### src/rtl/assert_macros.svh
// Assertion macros shared by the encoder RTL.
// Depends on nothing; the checks vanish when SYNTHESIS is defined.
`ifndef ASSERT_MACROS_SVH
`define ASSERT_MACROS_SVH
`ifndef SYNTHESIS
// Antecedent true at an edge: consequent must hold at the same edge.
`define DGTE_ASSERT_IMPLY(lbl, clk, rst_n, ante, cons, msg) \
    lbl: assert property (@(posedge clk) disable iff (!rst_n) (ante) |-> (cons)) \
        else $error(msg);
// Antecedent true at an edge: consequent must hold at the next edge.
`define DGTE_ASSERT_NEXT(lbl, clk, rst_n, ante, cons, msg) \
    lbl: assert property (@(posedge clk) disable iff (!rst_n) (ante) |=> (cons)) \
        else $error(msg);
`else
`define DGTE_ASSERT_IMPLY(lbl, clk, rst_n, ante, cons, msg)
`define DGTE_ASSERT_NEXT(lbl, clk, rst_n, ante, cons, msg)
`endif
`endif

### src/rtl/dgte_pkg.sv
// Types, byte constants and digit helpers for the GeneralizedTime encoder.
// Depends on nothing; every RTL module imports it.
package dgte_pkg;

    localparam int FRAC_DIGITS = 10;
    localparam int YEAR_DIGITS = 4;

    // Tag, length byte and fourteen time digits come before any fraction.
    localparam logic [5:0] BASE_LEN  = 6'd16;
    localparam logic [4:0] POS_TAG   = 5'd0;
    localparam logic [4:0] POS_LEN   = 5'd1;
    localparam logic [4:0] POS_YEAR  = 5'd2;
    localparam logic [4:0] POS_PAIRS = 5'd6;
    localparam logic [4:0] POS_DOT   = 5'd16;
    localparam logic [4:0] POS_FRAC  = 5'd17;

    localparam logic [7:0] TAG_GENTIME = 8'h18;
    localparam logic [7:0] ASCII_ZERO  = 8'h30;
    localparam logic [7:0] ASCII_DOT   = 8'h2E;
    localparam logic [7:0] ASCII_Z     = 8'h5A;
    localparam logic [7:0] ASCII_PLUS  = 8'h2B;
    localparam logic [7:0] ASCII_MINUS = 8'h2D;

    localparam logic STATUS_OK    = 1'b0;
    localparam logic STATUS_SHORT = 1'b1;

    typedef logic [3:0] digit_t;

    typedef struct packed {
        logic [13:0] year;
        logic [6:0]  month;
        logic [6:0]  day;
        logic [6:0]  hour;
        logic [6:0]  minute;
        logic [6:0]  second;
        logic [31:0] fraction;
        logic        offset_negative;
        logic [6:0]  offset_hours;
        logic [6:0]  offset_minutes;
        logic [7:0]  buffer_space;
    } in_item_t;

    typedef struct packed {
        logic [7:0] out_byte;
        logic       last;
        logic       status;
        logic [5:0] total_length;
    } out_item_t;

    // One classified record, handed from the front to the byte serialiser.
    typedef struct packed {
        digit_t [FRAC_DIGITS-1:0] frac_dig;   // least significant first
        logic [3:0]               frac_cnt;
        digit_t [YEAR_DIGITS-1:0] year_dig;   // least significant first
        logic [6:0]               month;
        logic [6:0]               day;
        logic [6:0]               hour;
        logic [6:0]               minute;
        logic [6:0]               second;
        logic [6:0]               off_hours;
        logic [6:0]               off_minutes;
        logic                     off_neg;
        logic                     has_frac;
        logic                     has_off;
        logic                     too_short;
        logic [5:0]               total;
    } job_t;

    typedef enum logic [1:0] {
        F_IDLE,
        F_FRAC,
        F_YEAR,
        F_PUSH
    } front_state_t;

    typedef enum logic {
        B_IDLE,
        B_EMIT
    } back_state_t;

    // Low two decimal digits of a 7-bit value: {tens, ones}.
    function automatic logic [7:0] two_digits(input logic [6:0] v);
        logic [14:0] prod;
        logic [3:0]  quot;
        logic [6:0]  ones;
        logic [3:0]  tens;
        prod = 15'(v) * 15'd205;
        quot = prod[14:11];
        ones = v - (7'({quot, 3'b000}) + 7'({quot, 1'b0}));
        tens = (quot >= 4'd10) ? (quot - 4'd10) : quot;
        return {tens, ones[3:0]};
    endfunction

    function automatic logic [7:0] digit_char(input digit_t d);
        return ASCII_ZERO | {4'b0000, d};
    endfunction

endpackage

### src/rtl/dgte_back.sv
// Back part: walks one classified record byte by byte into the result
// register. Depends on dgte_pkg.
`include "assert_macros.svh"
module dgte_back (
    input  logic                clk,
    input  logic                rst_n,
    input  logic                job_empty,
    input  dgte_pkg::job_t      job_in,
    output logic                job_pop,
    output logic                empty,
    input  logic                pop,
    output dgte_pkg::out_item_t result
);
    import dgte_pkg::*;

    back_state_t state_reg, state_next;
    job_t        job_reg, job_next;
    logic [4:0]  pos_reg, pos_next;
    out_item_t   out_reg, out_next;
    logic        out_valid_reg, out_valid_next;

    logic       load_out;
    logic       last_c;
    logic [7:0] byte_c;
    logic [4:0] tail_pos;
    logic [4:0] tail_k;
    logic [4:0] pair_off;
    logic [4:0] year_off;
    logic [4:0] frac_off;
    logic [3:0] frac_idx;
    logic [6:0] pair_val;
    logic [7:0] pair_dig;
    logic [7:0] ohh_dig;
    logic [7:0] omm_dig;
    logic [5:0] body_len;

    assign load_out = (state_reg == B_EMIT) && (!out_valid_reg || pop);
    assign last_c   = job_reg.too_short || (6'(pos_reg) == (job_reg.total - 6'd1));
    assign tail_pos = POS_DOT + (job_reg.has_frac ? (5'(job_reg.frac_cnt) + 5'd1) : 5'd0);
    assign tail_k   = pos_reg - tail_pos;
    assign pair_off = pos_reg - POS_PAIRS;
    assign year_off = 5'd5 - pos_reg;
    assign frac_off = pos_reg - POS_FRAC;
    assign frac_idx = job_reg.frac_cnt - 4'd1 - frac_off[3:0];
    assign ohh_dig  = two_digits(job_reg.off_hours);
    assign omm_dig  = two_digits(job_reg.off_minutes);
    assign pair_dig = two_digits(pair_val);
    assign body_len = job_reg.total - 6'd2;

    always_comb
    begin
        case (pair_off[3:1])
            3'd0:    pair_val = job_reg.month;
            3'd1:    pair_val = job_reg.day;
            3'd2:    pair_val = job_reg.hour;
            3'd3:    pair_val = job_reg.minute;
            default: pair_val = job_reg.second;
        endcase
    end

    // Pick the byte for the current position.
    always_comb
    begin
        if (job_reg.too_short)
        begin
            byte_c = 8'h00;
        end
        else if (pos_reg == POS_TAG)
        begin
            byte_c = TAG_GENTIME;
        end
        else if (pos_reg == POS_LEN)
        begin
            byte_c = {2'b00, body_len};
        end
        else if (pos_reg < POS_PAIRS)
        begin
            byte_c = digit_char(job_reg.year_dig[year_off[1:0]]);
        end
        else if (pos_reg < POS_DOT)
        begin
            byte_c = digit_char(pair_off[0] ? pair_dig[3:0] : pair_dig[7:4]);
        end
        else if (pos_reg >= tail_pos)
        begin
            case (tail_k)
                5'd0:
                    byte_c = !job_reg.has_off ? ASCII_Z
                           : (job_reg.off_neg ? ASCII_MINUS : ASCII_PLUS);
                5'd1:    byte_c = digit_char(ohh_dig[7:4]);
                5'd2:    byte_c = digit_char(ohh_dig[3:0]);
                5'd3:    byte_c = digit_char(omm_dig[7:4]);
                default: byte_c = digit_char(omm_dig[3:0]);
            endcase
        end
        else if (pos_reg == POS_DOT)
        begin
            byte_c = ASCII_DOT;
        end
        else
        begin
            byte_c = digit_char(job_reg.frac_dig[frac_idx]);
        end
    end

    always_comb
    begin
        state_next     = state_reg;
        job_next       = job_reg;
        pos_next       = pos_reg;
        out_next       = out_reg;
        out_valid_next = out_valid_reg;
        job_pop        = 1'b0;
        if (pop && out_valid_reg)
        begin
            out_valid_next = 1'b0;
        end
        case (state_reg)
            B_IDLE:
            begin
                if (!job_empty)
                begin
                    job_pop    = 1'b1;
                    job_next   = job_in;
                    pos_next   = 5'd0;
                    state_next = B_EMIT;
                end
            end
            B_EMIT:
            begin
                if (load_out)
                begin
                    out_next.out_byte     = byte_c;
                    out_next.last         = last_c;
                    out_next.status       = job_reg.too_short ? STATUS_SHORT : STATUS_OK;
                    out_next.total_length = job_reg.total;
                    out_valid_next        = 1'b1;
                    pos_next              = pos_reg + 5'd1;
                    if (last_c)
                    begin
                        state_next = B_IDLE;
                    end
                end
            end
            default:
            begin
                state_next = B_IDLE;
            end
        endcase
    end

    assign empty  = !out_valid_reg;
    assign result = out_reg;

    always_ff @(posedge clk or negedge rst_n)
    begin
        if (!rst_n)
        begin
            state_reg     <= B_IDLE;
            out_valid_reg <= 1'b0;
            pos_reg       <= 5'd0;
        end
        else
        begin
            state_reg     <= state_next;
            out_valid_reg <= out_valid_next;
            pos_reg       <= pos_next;
        end
    end

    always_ff @(posedge clk)
    begin
        job_reg <= job_next;
        out_reg <= out_next;
    end

    `DGTE_ASSERT_IMPLY(a_short_is_single, clk, rst_n, (!empty && result.status == STATUS_SHORT), (result.last && result.out_byte == 8'h00), "error beat not a lone zero byte")
    `DGTE_ASSERT_IMPLY(a_pos_in_record, clk, rst_n, (state_reg == B_EMIT), (6'(pos_reg) < job_reg.total), "byte position ran past the record")
    `DGTE_ASSERT_NEXT(a_last_ends_record, clk, rst_n, (load_out && last_c), (state_reg == B_IDLE), "serialiser kept going after the last byte")

endmodule

### config.mk
export PLATFORM = sky130hd
export DESIGN_NAME = dgte_back
export DESIGN_NICKNAME = d
export VERILOG_FILES = /design/src/rtl/dgte_pkg.sv /design/src/rtl/dgte_back.sv
export VERILOG_INCLUDE_DIRS = /design/src /design/src/rtl
export SDC_FILE = /design/constraint.sdc
export NUM_CORES = 1
export LEC_CHECK = 0
export ABC_AREA = 0
export BUFFER_PORTS_ARGS = -buffer_cell sky130_fd_sc_hd__clkbuf_2
export CAP_MARGIN = 30
export CORE_MARGIN = 1
export CORE_UTILIZATION = 56
export DETAILED_ROUTE_END_ITERATION = 10
export PLACE_DENSITY = 0.79
export SKIP_LAST_GASP = 1
export SLEW_MARGIN = 20
export SYNTH_ARGS = -nofsm -noshare
export SYNTH_HDL_FRONTEND = slang
export SYNTH_SLANG_ARGS = --single-unit
### constraint.sdc
create_clock -name clk -period 11.15 [get_ports clk]
set_clock_uncertainty 0.15 [all_clocks]
set_input_delay 2.23 -clock clk [delete_from_list [all_inputs] [get_ports clk]]
set_output_delay 2.23 -clock clk [all_outputs]
set_load 0.03 [all_outputs]
==> impl_metrics.yaml <==
clock_network:
  clock_latency_ns: 0.43
  clkTransAtPathRegs_ns: 0.06
  ctsResizeCount: 0
  hold_buffers: 0
  clockBufferDepth: 2
  cts_root_buffer: "clkbuf_16"
  clock_sinks: 141
  cts_tree: "built"
  cts_made_buffers: 17
  htree_levels: 4
  post_cts_buffers: 0
floorplanning:
  die_height_um: 131.2
  fp-row-count: 46
  initial_core_util: 0.5800
  ios: 141
  die_x_um: 131.2
  die_area_um2: 17210
  coreArea_um2: 16120
finish:
  antenna_cells: 0
  final_cell_mix: "139 x clkbuf_2, 134 x edfxtp_1, 128 x ha_1, 87 x inv_1, 48 x nand2_1"
  largest_reg_flops: 119
  final_common_cell: "clkbuf_2"
  final_layout_size_suffix_gt1_frac: 0.2141
  design_area_um2: 10820
  fin_nets: 1186
  area_delta_synth_final_pct: 15.74
power:
  p_leak_uw: 0.004821
  ir_drop_mv: 0.1802
  power.density_nw_per_um2: 308.2
route:
  totalWireLength_um: 18880
  route.met2.wl_um: 9411
  dr.pass1.iters: 5
  wl_met3_um: 1062
  vias: 6332
  wl_met1_um: 8034
  viasPerCell: 5.574
  ant_nets: 0
  dr.max_layer_used: "met4"
  wire_per_inst_um: 16.62
  drt_iter0_drc: 396
  drc: 0
logic_synthesis:
  syn_area_per_cell_um2: 12.19
  yosysTopAreaCellShare: 0.4305
  ys.warnings.count: 0
  ys.flop_type: "edfxtp_1"
  ys_ff_latch: 141
  synth_cells: 767
  synth_edf_count: 134
  syn_area_um2: 9348
  synth_cell_types: 70
  async_flop_share: 0.04965
  yosys.area.top_type: "edfxtp_1"
  yosysSeqAreaShare: 0.4492
  ys_top_cells_by_area: "edfxtp_1 43%, ha_1 17%, fa_1 5.6%"
  synth_nets: 1044
placed_design:
  portBuffers: 139
  place_congestion: 0.8534
  placedInstanceArea_um2: 10250
  dp_hpwl_um: 14410
critical_path:
  critPathKind: "reg -> reg"
  start_kind: "register"
  cp_max_fo: 21
  crit_chain: "inv_1, a31oi_1, o22ai_1, a21oi_1, ha_1, ha_1, or2_2, fa_1, ha_1, ha_1, nand2_1, o21ai_0, nor3_1, nor2_1, and2_1, xnor2_1, inv_1, ha_1, xor2_1, o311ai_0, a21oi_1, o211ai_1, a211oi_1, o21ai_0"
  worstPathRequired_ns: 11.17
  crit_path_end_kind: "register"
  path_common_cell: "ha_1"
  max_stage_delay_ns: 0.84
  cp.arrival_ns: 6.84
  crit_slowest_cell: "dfrtp_1"
status:
  status: "finished, final reports clean"
grt:
  antenna_found_initial: 0
  grt_pass1_vias: 6479
  grt_pass1_wl_um: 31220
  groute.usage.overall: 0.2297
  grt.overflow.total: 0
  grt_start_max_net_pins: 71
timing:
  fin_crit_sh: 0.6117
  hold_viol_final: 0
  fin_crit_ns: 6.820
  fin_tns_setup_ns: 0
  slew_viol_final: 0
  slew_headroom: 0.4322
  timing.fmax_mhz: 146.6
  setup-violations-final: 0
  rsz0062_at_grt: "false"
  tightest_slew_ns: 0.8518
flow_run:
  drv_cap: 0
worst_hold_path:
  hold_class: "reg -> reg"
[power by group]
part / internal (uW) / switching [uW] / leakage (uW) / total [uW]
Sequential: 668 / 57.6 / 0.00133 / 725
Clock: 327 / 215 / 0.000264 / 542
Combinational: 914 / 1150 / 0.00322 / 2070
Total: 1910 / 1430 / 0.00482 / 3330
[Yosys cell counts, drive strengths merged (8+ instances only)]
master	instances
mux2i	16
mux4	15
xor2	22
o21ai	23
a211oi	9
inv	88
xnor2	31
nor2	35
fa	26
nor3	14
nand2	48
a21oi	25
buf	8
ha	128
clkbuf	11
nand3	13
edfxtp	134
[stage by stage]
step             util  hold WS [ns]  setup slack (ns)  power (uW)  cells
6_report       0.6714        0.3912             4.330        3334   1136
5_1_grt        0.6714        0.4002             3.817        3642   1136
4_1_cts        0.6704        0.3877             4.169        3344   1135
3_5_place_dp   0.6359        0.3737             4.223        2775   1105
3_3_place_gp   0.6359        0.3383             4.580        2708   1105
2_1_floorplan       -        0.2744             3.719        2344    767
[kinds of logic after synthesis]
logic type | synth area share
DFF | 0.4492
adders and majority gates | 0.2282
buffers and inverters | 0.04417
and+or+nand+nor | 0.07937
muxes | 0.05608
AOI/OAI and AO/OA | 0.08968
xor gates and xnor gates | 0.05287
other | 0.0004012
[cell type report]
class,instances,area (um2)
clock buffers,20,436.7
clock inverters,10,118.9
fillers,1188,5296
inverters,88,332.8
multi-input cells,519,4736
flip-flops and latches,141,4199
well taps,216,270.3
repair buffers,142,725.7
[critical path: cells and delay by family, from the launching register on]
kind                       cells  cell delay (ns)
AOI/OAI and AO/OA              9             2.09
xor gates and xnor gates       2             0.38
adders and majority gates      6             1.94
buffers and inverters          2             0.33
DFF                            1             0.84
and+or+nand+nor                5             0.84
[worst paths after layout]
check                            from       endpoint  slack (ns)  depth (start not counted)
max                        pos_reg[2]     result[10]        4.33                         24
max in group asynchronous       rst_n      state_reg        9.19                          1
min in group asynchronous       rst_n     pos_reg[1]        1.48                          1
min                         state_reg  out_valid_reg        0.39                          2
min reg2reg                 state_reg  out_valid_reg        0.39                          2
max reg2reg                pos_reg[2]     result[10]        4.33                         24
[metal layers]
metal  GRT usage  vias up
met2      0.3918      234
li1            -     3086
met5           0        -
met1      0.2901     2974
met3     0.04244       38
met4     0.08758        0
No activity file was read; power rests on OpenSTA's default activity.
