[src/rtl/assert_macros.svh]
// Assertion macros shared by the encoder RTL.
// Depends on nothing; the checks vanish when SYNTHESIS is defined.
`ifndef ASSERT_MACROS_SVH
`define ASSERT_MACROS_SVH
`ifndef SYNTHESIS
// Antecedent true at an edge: consequent must hold at the same edge.
`define DGTE_ASSERT_IMPLY(lbl, clk, rst_n, ante, cons, msg) \
    lbl: assert property (@(posedge clk) disable iff (!rst_n) (ante) |-> (cons)) \
        else $error(msg);
// Antecedent true at an edge: consequent must hold at the next edge.
`define DGTE_ASSERT_NEXT(lbl, clk, rst_n, ante, cons, msg) \
    lbl: assert property (@(posedge clk) disable iff (!rst_n) (ante) |=> (cons)) \
        else $error(msg);
`else
`define DGTE_ASSERT_IMPLY(lbl, clk, rst_n, ante, cons, msg)
`define DGTE_ASSERT_NEXT(lbl, clk, rst_n, ante, cons, msg)
`endif
`endif

[src/rtl/dgte_pkg.sv]
// Types, byte constants and digit helpers for the GeneralizedTime encoder.
// Depends on nothing; every RTL module imports it.
package dgte_pkg;

    localparam int FRAC_DIGITS = 10;
    localparam int YEAR_DIGITS = 4;

    // Tag, length byte and fourteen time digits come before any fraction.
    localparam logic [5:0] BASE_LEN  = 6'd16;
    localparam logic [4:0] POS_TAG   = 5'd0;
    localparam logic [4:0] POS_LEN   = 5'd1;
    localparam logic [4:0] POS_YEAR  = 5'd2;
    localparam logic [4:0] POS_PAIRS = 5'd6;
    localparam logic [4:0] POS_DOT   = 5'd16;
    localparam logic [4:0] POS_FRAC  = 5'd17;

    localparam logic [7:0] TAG_GENTIME = 8'h18;
    localparam logic [7:0] ASCII_ZERO  = 8'h30;
    localparam logic [7:0] ASCII_DOT   = 8'h2E;
    localparam logic [7:0] ASCII_Z     = 8'h5A;
    localparam logic [7:0] ASCII_PLUS  = 8'h2B;
    localparam logic [7:0] ASCII_MINUS = 8'h2D;

    localparam logic STATUS_OK    = 1'b0;
    localparam logic STATUS_SHORT = 1'b1;

    typedef logic [3:0] digit_t;

    typedef struct packed {
        logic [13:0] year;
        logic [6:0]  month;
        logic [6:0]  day;
        logic [6:0]  hour;
        logic [6:0]  minute;
        logic [6:0]  second;
        logic [31:0] fraction;
        logic        offset_negative;
        logic [6:0]  offset_hours;
        logic [6:0]  offset_minutes;
        logic [7:0]  buffer_space;
    } in_item_t;

    typedef struct packed {
        logic [7:0] out_byte;
        logic       last;
        logic       status;
        logic [5:0] total_length;
    } out_item_t;

    // One classified record, handed from the front to the byte serialiser.
    typedef struct packed {
        digit_t [FRAC_DIGITS-1:0] frac_dig;   // least significant first
        logic [3:0]               frac_cnt;
        digit_t [YEAR_DIGITS-1:0] year_dig;   // least significant first
        logic [6:0]               month;
        logic [6:0]               day;
        logic [6:0]               hour;
        logic [6:0]               minute;
        logic [6:0]               second;
        logic [6:0]               off_hours;
        logic [6:0]               off_minutes;
        logic                     off_neg;
        logic                     has_frac;
        logic                     has_off;
        logic                     too_short;
        logic [5:0]               total;
    } job_t;

    typedef enum logic [1:0] {
        F_IDLE,
        F_FRAC,
        F_YEAR,
        F_PUSH
    } front_state_t;

    typedef enum logic {
        B_IDLE,
        B_EMIT
    } back_state_t;

    // Low two decimal digits of a 7-bit value: {tens, ones}.
    function automatic logic [7:0] two_digits(input logic [6:0] v);
        logic [14:0] prod;
        logic [3:0]  quot;
        logic [6:0]  ones;
        logic [3:0]  tens;
        prod = 15'(v) * 15'd205;
        quot = prod[14:11];
        ones = v - (7'({quot, 3'b000}) + 7'({quot, 1'b0}));
        tens = (quot >= 4'd10) ? (quot - 4'd10) : quot;
        return {tens, ones[3:0]};
    endfunction

    function automatic logic [7:0] digit_char(input digit_t d);
        return ASCII_ZERO | {4'b0000, d};
    endfunction

endpackage

[src/rtl/dgte_job_q.sv]
// Short queue of classified records between the front and the serialiser.
// Depends on dgte_pkg for the record type.
module dgte_job_q #(
    parameter int DEPTH = 2
) (
    input  logic           clk,
    input  logic           rst_n,
    input  logic           push,
    input  dgte_pkg::job_t din,
    output logic           full,
    input  logic           pop,
    output dgte_pkg::job_t dout,
    output logic           empty
);
    import dgte_pkg::*;

    localparam int PTR_W = $clog2(DEPTH);
    localparam int CNT_W = $clog2(DEPTH + 1);

    job_t             slot_reg [DEPTH];
    logic [PTR_W-1:0] wr_ptr_reg, wr_ptr_next;
    logic [PTR_W-1:0] rd_ptr_reg, rd_ptr_next;
    logic [CNT_W-1:0] count_reg, count_next;
    logic             do_push;
    logic             do_pop;

    assign full    = (count_reg == CNT_W'(DEPTH));
    assign empty   = (count_reg == '0);
    assign do_push = push && !full;
    assign do_pop  = pop && !empty;
    assign dout    = slot_reg[rd_ptr_reg];

    always_comb
    begin
        wr_ptr_next = wr_ptr_reg;
        rd_ptr_next = rd_ptr_reg;
        count_next  = count_reg;
        if (do_push)
        begin
            wr_ptr_next = (wr_ptr_reg == PTR_W'(DEPTH - 1)) ? '0 : wr_ptr_reg + 1'b1;
        end
        if (do_pop)
        begin
            rd_ptr_next = (rd_ptr_reg == PTR_W'(DEPTH - 1)) ? '0 : rd_ptr_reg + 1'b1;
        end
        if (do_push && !do_pop)
        begin
            count_next = count_reg + 1'b1;
        end
        else if (do_pop && !do_push)
        begin
            count_next = count_reg - 1'b1;
        end
    end

    always_ff @(posedge clk or negedge rst_n)
    begin
        if (!rst_n)
        begin
            wr_ptr_reg <= '0;
            rd_ptr_reg <= '0;
            count_reg  <= '0;
        end
        else
        begin
            wr_ptr_reg <= wr_ptr_next;
            rd_ptr_reg <= rd_ptr_next;
            count_reg  <= count_next;
        end
    end

    always_ff @(posedge clk)
    begin
        if (do_push)
        begin
            slot_reg[wr_ptr_reg] <= din;
        end
    end

endmodule

[config.mk]
export PLATFORM = sky130hd
export DESIGN_NAME = dgte_job_q
export DESIGN_NICKNAME = d
export VERILOG_FILES = /design/src/rtl/assert_macros.svh /design/src/rtl/dgte_pkg.sv /design/src/rtl/dgte_job_q.sv
export SDC_FILE = /design/constraint.sdc
export NUM_CORES = 1
export LEC_CHECK = 0
export BUFFER_PORTS_ARGS = -buffer_cell sky130_fd_sc_hd__buf_2
export CAP_MARGIN = 20
export CORE_AREA = 2 2 129 131
export DETAILED_ROUTE_END_ITERATION = 10
export DIE_AREA = 0 0 131 133
export HOLD_SLACK_MARGIN = 0.03
export PLACE_DENSITY = 0.92
export SLEW_MARGIN = 25
export SYNTH_ARGS = -nofsm -noshare
export SYNTH_HDL_FRONTEND = slang
export SYNTH_SLANG_ARGS = --single-unit
[constraint.sdc]
create_clock -name clk -period 14.1 [get_ports clk]
set_input_delay 2.82 -clock clk [delete_from_list [all_inputs] [get_ports clk]]
set_output_delay 2.82 -clock clk [all_outputs]
set_load 0.01 [all_outputs]
==> flow_metrics.tcl, run 1 <==
set metrics [dict create \
    synthesis.area_um2 8817 \
    global_route.overflow_total 0 \
    rows 47 \
    ys_dominant_reg_cell "sky130_fd_sc_hd__edfxtp_1" \
    grt_overall_usage_pct 18.29 \
    drt-total-wl_um 16540 \
    dr.first_iter.drc_count 304 \
    layout-drive-gt1-share_pct 59.64 \
    ys_seq_area_share_pct 82.19 \
    synth-edff-count 238 \
    detail_route.drc_violations 0 \
    cts.repair_timing.setup_buffer_count 0 \
    synth_cells 389 \
    synth.yosys.warnings 0 \
    port-buffer-count 243 \
    max_slew_violation_count 0 \
    io_pins 244 \
    design.core.area_um2 16170 \
    timing.reg2reg.worst_path_depth 5 \
    power.density_nw_per_um2 204.2 \
    r2r_end "slot_reg[0][64]" \
    num_vias 4519 \
    synth_top_family_by_area "multiplexers" \
    max_slew_margin_pct 36.68 \
    clock_skew_ps 15.03 \
    clk_latency_ps 500 \
    max-vdd-ir-drop_uv 161.5 \
    gp_congestion 0.7064 \
    worst_setup_path_endpoint "dout[64]" \
    xor_xnor_share_of_the_synthesized_area_pct 0.4967 \
    end_kind "output pin" \
    number_of_global_route_vias_before_repair 4945 \
    wire_length_of_the_first_global_routing_pass_um 24540 \
    worstReg2RegStart "count_reg[0]" \
    ys_top_cells_by_area "sky130_fd_sc_hd__edfxtp_1 (81%), sky130_fd_sc_hd__mux2_2 (15%), sky130_fd_sc_hd__buf_6 (1.4%)" \
    initial_core_util_pct 54.52 \
    cts_tree "done" \
    netlist-cell-type-count 14 \
    tritoncts_num_sinks 242 \
    flop2flop_setup_slack_ps 11400 \
    cts_made_buffers 23 \
    fillCellCount 1041 \
    dp_hpwl_um 10860 \
    routed_wire_length_per_instance_um 18.69 \
    cts.path.max_buffers 3 \
    outcome "completed" \
    die_h_um 133 \
    setup_repair_after_global_routing_missed_its_margin "false" \
    synth_simple_gate_area_share_pct 0.3122 \
    cap_violations 0 \
    yosys.area.top_type_share_pct 81.06 \
    drt-vias-per-instance 5.106 \
    setup_viol_count_final 0 \
    post-synth-top-area-cell "sky130_fd_sc_hd__edfxtp_1" \
    cts_resized 0 \
    yosys-mux-area-fraction_pct 15.20 \
    grt_start_max_net_pins 72 \
    route.antenna.remaining_nets 0 \
    finalNetCount 772 \
    critical_path.startpoint "rd_ptr_reg" \
    timing_worst_setup_path_type "reg -> out" \
    grt_antenna_before_repair 3 \
    hp-class "reg -> reg" \
    finalWorstPathRequiredPeriod_ps 5661 \
    worstPathRequired_ps 11280 \
    timing.final.hold_violations 0 \
    clock-root-buffer "sky130_fd_sc_hd__clkbuf_16" \
    largest_register_ffs 238 \
    register_area_um2 7251 \
    synth_most_common_cell "sky130_fd_sc_hd__edfxtp_1" \
    start_kind "flip-flop" \
    postSynth.asyncResetShare_pct 1.653 \
    drt-pass1-iter-count 4 \
    multi_input_gate_area_um2 1441 \
    syn-mean-instance-area_um2 22.67 \
    endpoint_arrival_time_on_the_critical_path_ps 2840 \
    p_leak_uw 0.004076 \
    fmax_mhz 176.6 \
    cts.htree.levels 1 \
    critical_path_peak_fanout 71 \
    holdBufCountCts 0 \
    chipWidth_um 131 \
    power.total_uw 2220 \
    fraction_of_the_mapped_netlist_area_in_compound_gates_pct 0.05676 \
    finalCritPeriodShare_pct 40.15 \
    floorplan.die_area_um2 17420 \
    synth.top_cells.by_count "sky130_fd_sc_hd__edfxtp_1 (238), sky130_fd_sc_hd__mux2_2 (119), sky130_fd_sc_hd__buf_6 (11)" \
    synthesis.nets 513 \
    synth-adder-area-share_pct 0.1419 \
    cts_clock_pin_slew_for_the_worst_setup_and_hold_paths_ps 60 \
    area.growth.synth_to_final_pct 23.34 \
    synth.ff_latch_count 242 \
    timing_worst_slew_pin_value_ps 949.8 \
    tns_ps 0 \
]
## critical path, stage by stage (launching register included)
cell and delay, ps:
sky130_fd_sc_hd__dfrtp_4 840, sky130_fd_sc_hd__buf_4 800, sky130_fd_sc_hd__mux2_2 430, sky130_fd_sc_hd__buf_2 150
## layout make-up
cell class              count  area share, %
clock buffers              28          5.465
diodes                      1        0.02301
well taps                 220          2.531
flip-flops and latches    242          66.67
multi-input cells         132          13.25
clock inverters            13         0.5292
inverters                   2        0.06903
repair buffers            247          11.46
## kinds of logic after synthesis
kind of cell,after synthesis
buffers and inverters,15
AND/OR/NAND/NOR,6
XOR/XNOR,5
multiplexers,119
AO/OA/AOI/OAI,1
adder cells (fa/ha/maj),1
flip-flops,242
## stage by stage
step	util [%]	instance area, um2	setup slack, ps	std cells	hold WS (ps)
finish	67.25	10880	8439	885	547.7
CTS	67.23	10870	8408	884	538.0
floorplan	-	8817	5646	389	460.8
detailed placement	63.20	10220	8956	843	527.3
global placement	63.20	10220	9011	843	500.5
global route	67.23	10870	8317	884	571.6
## cell usage in the layout (no fill, tap or decap), types with 2 or more instances in the layout
cell / count
sky130_fd_sc_hd__xnor2_1: 3
sky130_fd_sc_hd__clkbuf_1: 5
sky130_fd_sc_hd__dfrtp_1: 3
sky130_fd_sc_hd__nor2_1: 2
sky130_fd_sc_hd__buf_4: 4
sky130_fd_sc_hd__clkinv_1: 9
sky130_fd_sc_hd__inv_1: 2
sky130_fd_sc_hd__xor2_1: 2
sky130_fd_sc_hd__buf_2: 243
sky130_fd_sc_hd__clkinv_2: 3
sky130_fd_sc_hd__edfxtp_1: 238
sky130_fd_sc_hd__clkbuf_16: 23
sky130_fd_sc_hd__mux2_2: 119
## worst min-delay path by stage
stage / slack (ps) / startpoint / depth (start not counted) / endpoint
global route: 570 / count_reg[1] / 1 / count_reg[1]
finish: 550 / count_reg[1] / 1 / count_reg[1]
floorplan: 460 / wr_ptr_reg / 1 / wr_ptr_reg
detailed placement: 530 / count_reg[1] / 1 / count_reg[1]
global placement: 500 / count_reg[1] / 1 / count_reg[1]
CTS: 540 / count_reg[1] / 1 / count_reg[1]
## power breakdown
part           leakage, uW  switching, uW  total, uW  internal [uW]
clock             0.000319            239        538            298
sequential         0.00226           68.3       1050            986
combinational      0.00150            338        628            291
total              0.00408            645       2220           1570
## metal layers
layer  GRT usage [%]  vias up  part of all wire (%)  wire, um
li1                -     2070                     -         -
met2           32.53      198                    51      8514
met3           6.429       46                   9.3      1532
met1           20.11     2201                    36      6027
met5               0        -                  0.14        23
met4           6.324        4                   2.7       445
Power figures use the tool's default switching activity.
==> inputs of run 2 (changes only) <==
Settings changed: ABC_AREA set to 1, CORE_AREA 2 2 129 131 to 2 2 141 143, DIE_AREA 0 0 131 133 to 0 0 143 145, PLACE_DENSITY 0.92 to 0.83.
Clock period 14.1 ns to 4.8 ns, I/O delays scaled along.
==> run 2 against run 1 <==
Against the previous run: die area up 19%; clock power grew to 3.2 times the previous value; sequential power grew to 2.9 times the previous value; hold slack got worse by 290 ps; critical path depth rose by 2; sequential cell count did not move; utilization is 9.5 points lower; total power grew to 3.1 times the previous value.
==> flow_metrics.tcl, run 2 <==
set metrics [dict create \
    dr.first_iter.drc_count 291 \
    area.growth.synth_to_final_pct 25.08 \
    ys_seq_area_share_pct 81.74 \
    layout.cell_area.non_filler_um2 11090 \
    yosys.area.top_type_share_pct 80.61 \
    initial_core_util_pct 46.16 \
    number_of_global_route_vias_before_repair 5452 \
    io_pins 244 \
    placement.cell_area_um2 10350 \
    synth.top_cells.by_count "sky130_fd_sc_hd__nand2_1 (366), sky130_fd_sc_hd__edfxtp_1 (238), sky130_fd_sc_hd__buf_2 (12)" \
    drt-total-wl_um 18070 \
    timing.final.ws_setup_ps 1110 \
    critical_path.startpoint "rd_ptr_reg" \
    max-vdd-ir-drop_uv 417.1 \
    clock-root-buffer "sky130_fd_sc_hd__clkbuf_16" \
    detail_route.drc_violations 0 \
    tns_ps 0 \
    setup_viol_count_final 0 \
    global_route.overflow_total 0 \
    fmax_mhz 271.0 \
    postSynth.asyncResetShare_pct 1.653 \
    cts.repair_timing.setup_buffer_count 0 \
    outcome "completed" \
    power.density_nw_per_um2 616.3 \
    clock_power_share_pct 25.1 \
    endpoint_arrival_time_on_the_critical_path_ps 2730 \
    start_kind "flip-flop" \
    setup_repair_after_global_routing_missed_its_margin "false" \
    synth_cells 653 \
    synth.ff_latch_count 242 \
    rows 51 \
    placedCellCount 1141 \
    worstReg2RegStart "count_reg[1]" \
    layout_commonest_cell "sky130_fd_sc_hd__nand2_1" \
    fillCellCount 1520 \
    final-instance-count-excl-fill 1187 \
    timing.final.hold_violations 0 \
    finalWorstPathRequiredPeriod_ps 3690 \
    syn-mean-instance-area_um2 13.58 \
    power.net_switching_uw 2272 \
    grt_antenna_before_repair 3 \
    holdBufCountCts 0 \
    tritoncts_num_sinks 242 \
    chipWidth_um 143 \
    cap_violations 0 \
    max_slew_violation_count 0 \
    register_area_um2 7251 \
    grt_start_max_net_pins 85 \
    post-synth-top-area-cell "sky130_fd_sc_hd__edfxtp_1" \
    ys_dominant_reg_cell "sky130_fd_sc_hd__edfxtp_1" \
    finalCoreUtilization_pct 57.74 \
    synthesis.area_um2 8866 \
    clock_skew_ps 6.590 \
    ys_top_cells_by_area "sky130_fd_sc_hd__edfxtp_1 (81%), sky130_fd_sc_hd__nand2_1 (15%), sky130_fd_sc_hd__dfrtp_1 (1.1%)" \
    cts.path.max_buffers 3 \
    cts_resized 0 \
    comb_power_share_pct 29.9 \
    worstPathRequired_ps 3840 \
    port-buffer-count 243 \
    cts_made_buffers 25 \
    drt-vias-per-instance 4.689 \
    grt_overall_usage_pct 16.72 \
    p_leak_uw 0.004775 \
    finalCritPeriodShare_pct 76.87 \
    drt-pass1-iter-count 6 \
    num_vias 5566 \
    synth-edff-count 238 \
    synthesis.nets 777 \
    largest_register_ffs 238 \
    switching_share_pct 33.25 \
    cts_tree "done" \
    max_slew_margin_pct 40.21 \
    multi_input_gate_area_um2 1446 \
    critical_path_peak_fanout 84 \
    synth_most_common_cell "sky130_fd_sc_hd__nand2_1" \
    die_h_um 145 \
    end_kind "output pin" \
    routed_wire_length_per_instance_um 15.23 \
    wire_length_of_the_first_global_routing_pass_um 27300 \
    cts.htree.levels 1 \
    floorplan.die_area_um2 20740 \
    timing_worst_slew_pin_value_ps 896.9 \
    design.core.area_um2 19210 \
    dp_hpwl_um 11850 \
    layout-drive-gt1-share_pct 30.87 \
    netlist-cell-type-count 15 \
    synth.yosys.warnings 0 \
    p_int_uw 4562 \
    finalNetCount 1027 \
    clk_latency_ps 500 \
    gp_congestion 0.7557 \
    cts_clock_pin_slew_for_the_worst_setup_and_hold_paths_ps 60 \
    detailedPlace.worstSlack_ps 1626 \
    layout_common_cells "sky130_fd_sc_hd__nand2_1 (366), sky130_fd_sc_hd__buf_2 (243), sky130_fd_sc_hd__edfxtp_1 (238), sky130_fd_sc_hd__clkbuf_16 (25), sky130_fd_sc_hd__clkbuf_1 (8)" \
    hp-class "in -> async" \
    seq_power_share_pct 45.0 \
    timing_worst_setup_path_type "reg -> out" \
    route.antenna.remaining_nets 0 \
]
[run 2: cell count changes in the layout (fill, tap and decap cells not counted), moves of 3 or more]
cell	delta
sky130_fd_sc_hd__inv_1	+4
sky130_fd_sc_hd__clkbuf_1	+3
sky130_fd_sc_hd__nand2_1	+365
sky130_fd_sc_hd__mux2_2	-119
sky130_fd_sc_hd__clkbuf_8	+3
sky130_fd_sc_hd__clkinv_1	-4
[run 2: path summary, 6_finish.rpt]
| path | endpoint | slack (ps) | cells after the start |
|---|---|---|---|
| min | count_reg[0] | 260 | 1 |
| min reg2reg | wr_ptr_reg | 500 | 2 |
| max in group asynchronous | rd_ptr_reg | 4410 | 1 |
| min in group clk | wr_ptr_reg | 500 | 2 |
| max reg2reg | slot_reg[1][62] | 2530 | 4 |
| max | dout[109] | 1110 | 5 |
[run 2: cell type report]
type | count | share of cell area (%)
tap | 265 | 2.990
clock buffer | 36 | 6.285
inverter | 8 | 0.3159
clock inverter | 8 | 0.3385
antenna | 2 | 0.04513
multi-input combinational | 377 | 13.04
timing repair buffer | 249 | 11.60
sequential | 242 | 65.38
[run 2: power groups by stage]
stage,Combinational (uW),Clock [uW],Sequential (uW)
floorplan,1290,0,3060
global placement,2040,0,3100
detailed placement,2070,0,3120
CTS,2080,1760,3080
global route,2280,1840,3110
finish,2040,1720,3070
[run 2: layer usage]
layer  global-route usage, %  vias up  wire length, um
met5                       0        -               13
met4                   5.347        2              467
met3                   5.479       35             1521
met2                   28.73      215             9080
met1                   19.81     2603             6991
li1                        -     2711                -
[run 2: logic make-up after synthesis]
kind of cell | after synthesis | synth area share, %
buf+inv | 34 | 2.032
flops | 242 | 81.74
compound gates | 2 | 0.1129
simple gates | 373 | 15.88
xor+xnor | 1 | 0.09880
fa+ha+maj | 1 | 0.1411
[run 2: critical path, cell delays in order (launching register included)]
cell,delay [ps]
sky130_fd_sc_hd__dfrtp_4,720
sky130_fd_sc_hd__inv_4,720
sky130_fd_sc_hd__buf_4,370
sky130_fd_sc_hd__nand2_1,80
sky130_fd_sc_hd__nand2_1,80
sky130_fd_sc_hd__buf_2,140
[run 2: per-stage QoR]
stage	power, uW	hold slack, ps
final	6834	256.2
after global routing	7229	239.7
after CTS	6914	234.4
after detailed placement	5185	478.4
after global placement	5133	468.1
after floorplan	4347	449.0
==> inputs of run 3 (changes only) <==
Settings changed: CORE_AREA 2 2 141 143 to 2 2 134 136, DIE_AREA 0 0 143 145 to 0 0 136 138, PLACE_DENSITY 0.83 to 0.86.
Clock period 4.8 ns to 3.4 ns, I/O delays scaled along.
==> run 3 against run 2 <==
Against the previous run: non-clock buffer count up 4; critical endpoint is now dout[49]; global-route usage is 2.0 points higher; total power grew 47%; critical path type unchanged; highest routed layer is now met4; largest cell class unchanged; sequential share of layout area fell by 0.57 points; die area decreased by 9.5%; register-to-register slack worse by 1200 ps; combinational power increased by 50%; utilization grew 6.1 points.
==> flow_metrics.tcl, run 3 (same netlist as run 2, synthesis figures left out) <==
set metrics [dict create \
    clock_power_share_pct 27.2 \
    setup_repair_after_global_routing_missed_its_margin "false" \
    flop2flop_setup_slack_ps 1380 \
    detail_route.drc_violations 0 \
    tns_ps 0 \
    cts_clock_pin_slew_for_the_worst_setup_and_hold_paths_ps 60 \
    clk_latency_ps 500 \
    cap_violations 0 \
    drt-vias-per-instance 4.924 \
    die_h_um 138 \
    clock_skew_ps 14.54 \
    cts_tree "done" \
    route.antenna.remaining_nets 0 \
    worstPathRequired_ps 2720 \
    power.net_switching_uw 3238 \
    timing.final.hold_violations 0 \
    max_slew_margin_pct 51.46 \
    cts.path.max_buffers 3 \
    area.growth.synth_to_final_pct 26.18 \
    max_slew_violation_count 0 \
    setup_viol_count_final 0 \
    port-buffer-count 243 \
    comb_power_share_pct 30.5 \
    slowest_stage "sky130_fd_sc_hd__dfrtp_4" \
    chipWidth_um 136 \
    switching_share_pct 32.31 \
    timing.final.ws_setup_ps 787.2 \
    gp_congestion 0.7979 \
    finalNetCount 1030 \
    cts_made_buffers 24 \
    p_int_uw 6785 \
    wire_length_of_the_first_global_routing_pass_um 27390 \
    layout_common_cells "sky130_fd_sc_hd__nand2_1 (366), sky130_fd_sc_hd__buf_2 (243), sky130_fd_sc_hd__edfxtp_1 (238), sky130_fd_sc_hd__clkbuf_16 (25)" \
    path_cells "inv_4, buf_12, nand2_1, nand2_1, buf_2" \
    timing_worst_setup_path_type "reg -> out" \
    largest_register_ffs 238 \
    start_kind "flip-flop" \
    antenna-diode-count 0 \
    grt_start_max_net_pins 121 \
    hp-class "in -> reg" \
    drt-met1-wl_um 6921 \
    critical_path_peak_fanout 50 \
    grt_antenna_before_repair 0 \
    number_of_global_route_vias_before_repair 5539 \
    timing.reg2reg.worst_path_depth 6 \
    layout_commonest_cell "sky130_fd_sc_hd__nand2_1" \
    finalCritPeriodShare_pct 76.85 \
    max-vdd-ir-drop_uv 540.4 \
    timing_worst_slew_pin_value_ps 728.0 \
    drt-total-wl_um 18060 \
    global_route.overflow_total 0 \
    cts_resized 0 \
    end_kind "output pin" \
    rows 49 \
    critical_path.most_common_cell "sky130_fd_sc_hd__nand2_1" \
    outcome "completed" \
    dr.first_iter.drc_count 372 \
    hold_depth 1 \
    fmax_mhz 382.7 \
    finalWorstPathRequiredPeriod_ps 2613 \
    tritoncts_num_sinks 242 \
    seq_power_share_pct 42.3 \
    highest-signal-layer "met4" \
    endpoint_arrival_time_on_the_critical_path_ps 1930 \
    design.core.area_um2 17530 \
    met3_wirelength_um 1369 \
    floorplan.die_area_um2 18770 \
    finalHoldWorstSlack_ps 362.9 \
    layout-drive-gt1-share_pct 31.38 \
    clock-root-buffer "sky130_fd_sc_hd__clkbuf_16" \
    p_leak_uw 0.004836 \
    critPathMaxStageDelay_ps 500 \
    drt-pass1-iter-count 5 \
    dp_hpwl_um 11600 \
    num_vias 5663 \
    grt_overall_usage_pct 18.72 \
    routed-wl-met2_um 9394 \
    cts.htree.levels 1 \
    io_pins 244 \
    power.density_nw_per_um2 896.0 \
    routed_wire_length_per_instance_um 15.70 \
    detailedPlace.worstSlack_ps 1159 \
    initial_core_util_pct 50.56 \
]
==> run 3: final timing paths <==
path,start,to
min in group asynchronous,rst_n,count_reg[1]
max in group asynchronous,rst_n,rd_ptr_reg
worst max-delay path,rd_ptr_reg,dout[49]
worst max register to register,count_reg[1],slot_reg[0][22]
worst min-delay path,din[97],slot_reg[0][97]
worst min register to register,wr_ptr_reg,wr_ptr_reg
==> run 3: layout make-up <==
class / count / area, um2
multi-input combinational: 377 / 1446
timing repair buffer: 253 / 1344
clock buffer: 31 / 648.1
clock inverter: 10 / 175.2
tap: 229 / 286.5
fill: 1284 / 6347
inverter: 8 / 36.28
sequential: 242 / 7251
==> run 3: layer usage <==
metal / track usage, % / up-vias
met1: 22.80 / 2689
met4: 5.592 / 0
met5: 0 / -
li1: - / 2702
met2: 33.19 / 240
met3: 4.217 / 32
==> run 3: power groups by stage <==
| stage | Clock [uW] | Sequential (uW) | Combinational [uW] |
|---|---|---|---|
| 2_1_floorplan | 0 | 4290 | 1820 |
| 3_3_place_gp | 0 | 4260 | 3020 |
| 3_5_place_dp | 0 | 4300 | 3080 |
| 4_1_cts | 2780 | 4240 | 3100 |
| 5_1_grt | 2890 | 4290 | 3400 |
| 6_report | 2720 | 4240 | 3060 |
==> run 3: critical path: cells and delay by family, from the launching register on <==
| kind | cells | cell delay, ps |
|---|---|---|
| flip-flops | 1 | 500 |
| AND/OR/NAND/NOR | 2 | 170 |
| buffers and inverters | 3 | 710 |
==> run 3: per-stage QoR <==
step           instances  instance area (um2)  power, uW  utilization, %
5_1_grt             1150                11190      10580           63.80
3_5_place_dp        1108                10350       7375           59.05
2_1_floorplan        653                 8877       6110               -
4_1_cts             1150                11190      10120           63.80
3_3_place_gp        1108                10350       7287           59.05
6_report            1150                11190      10020           63.80
==> run 3: timing repair <==
action                    in CTS  in global routing
hold endpoints to repair       4                  0
setup buffers                  0                  0
hold buffers                   1                  0
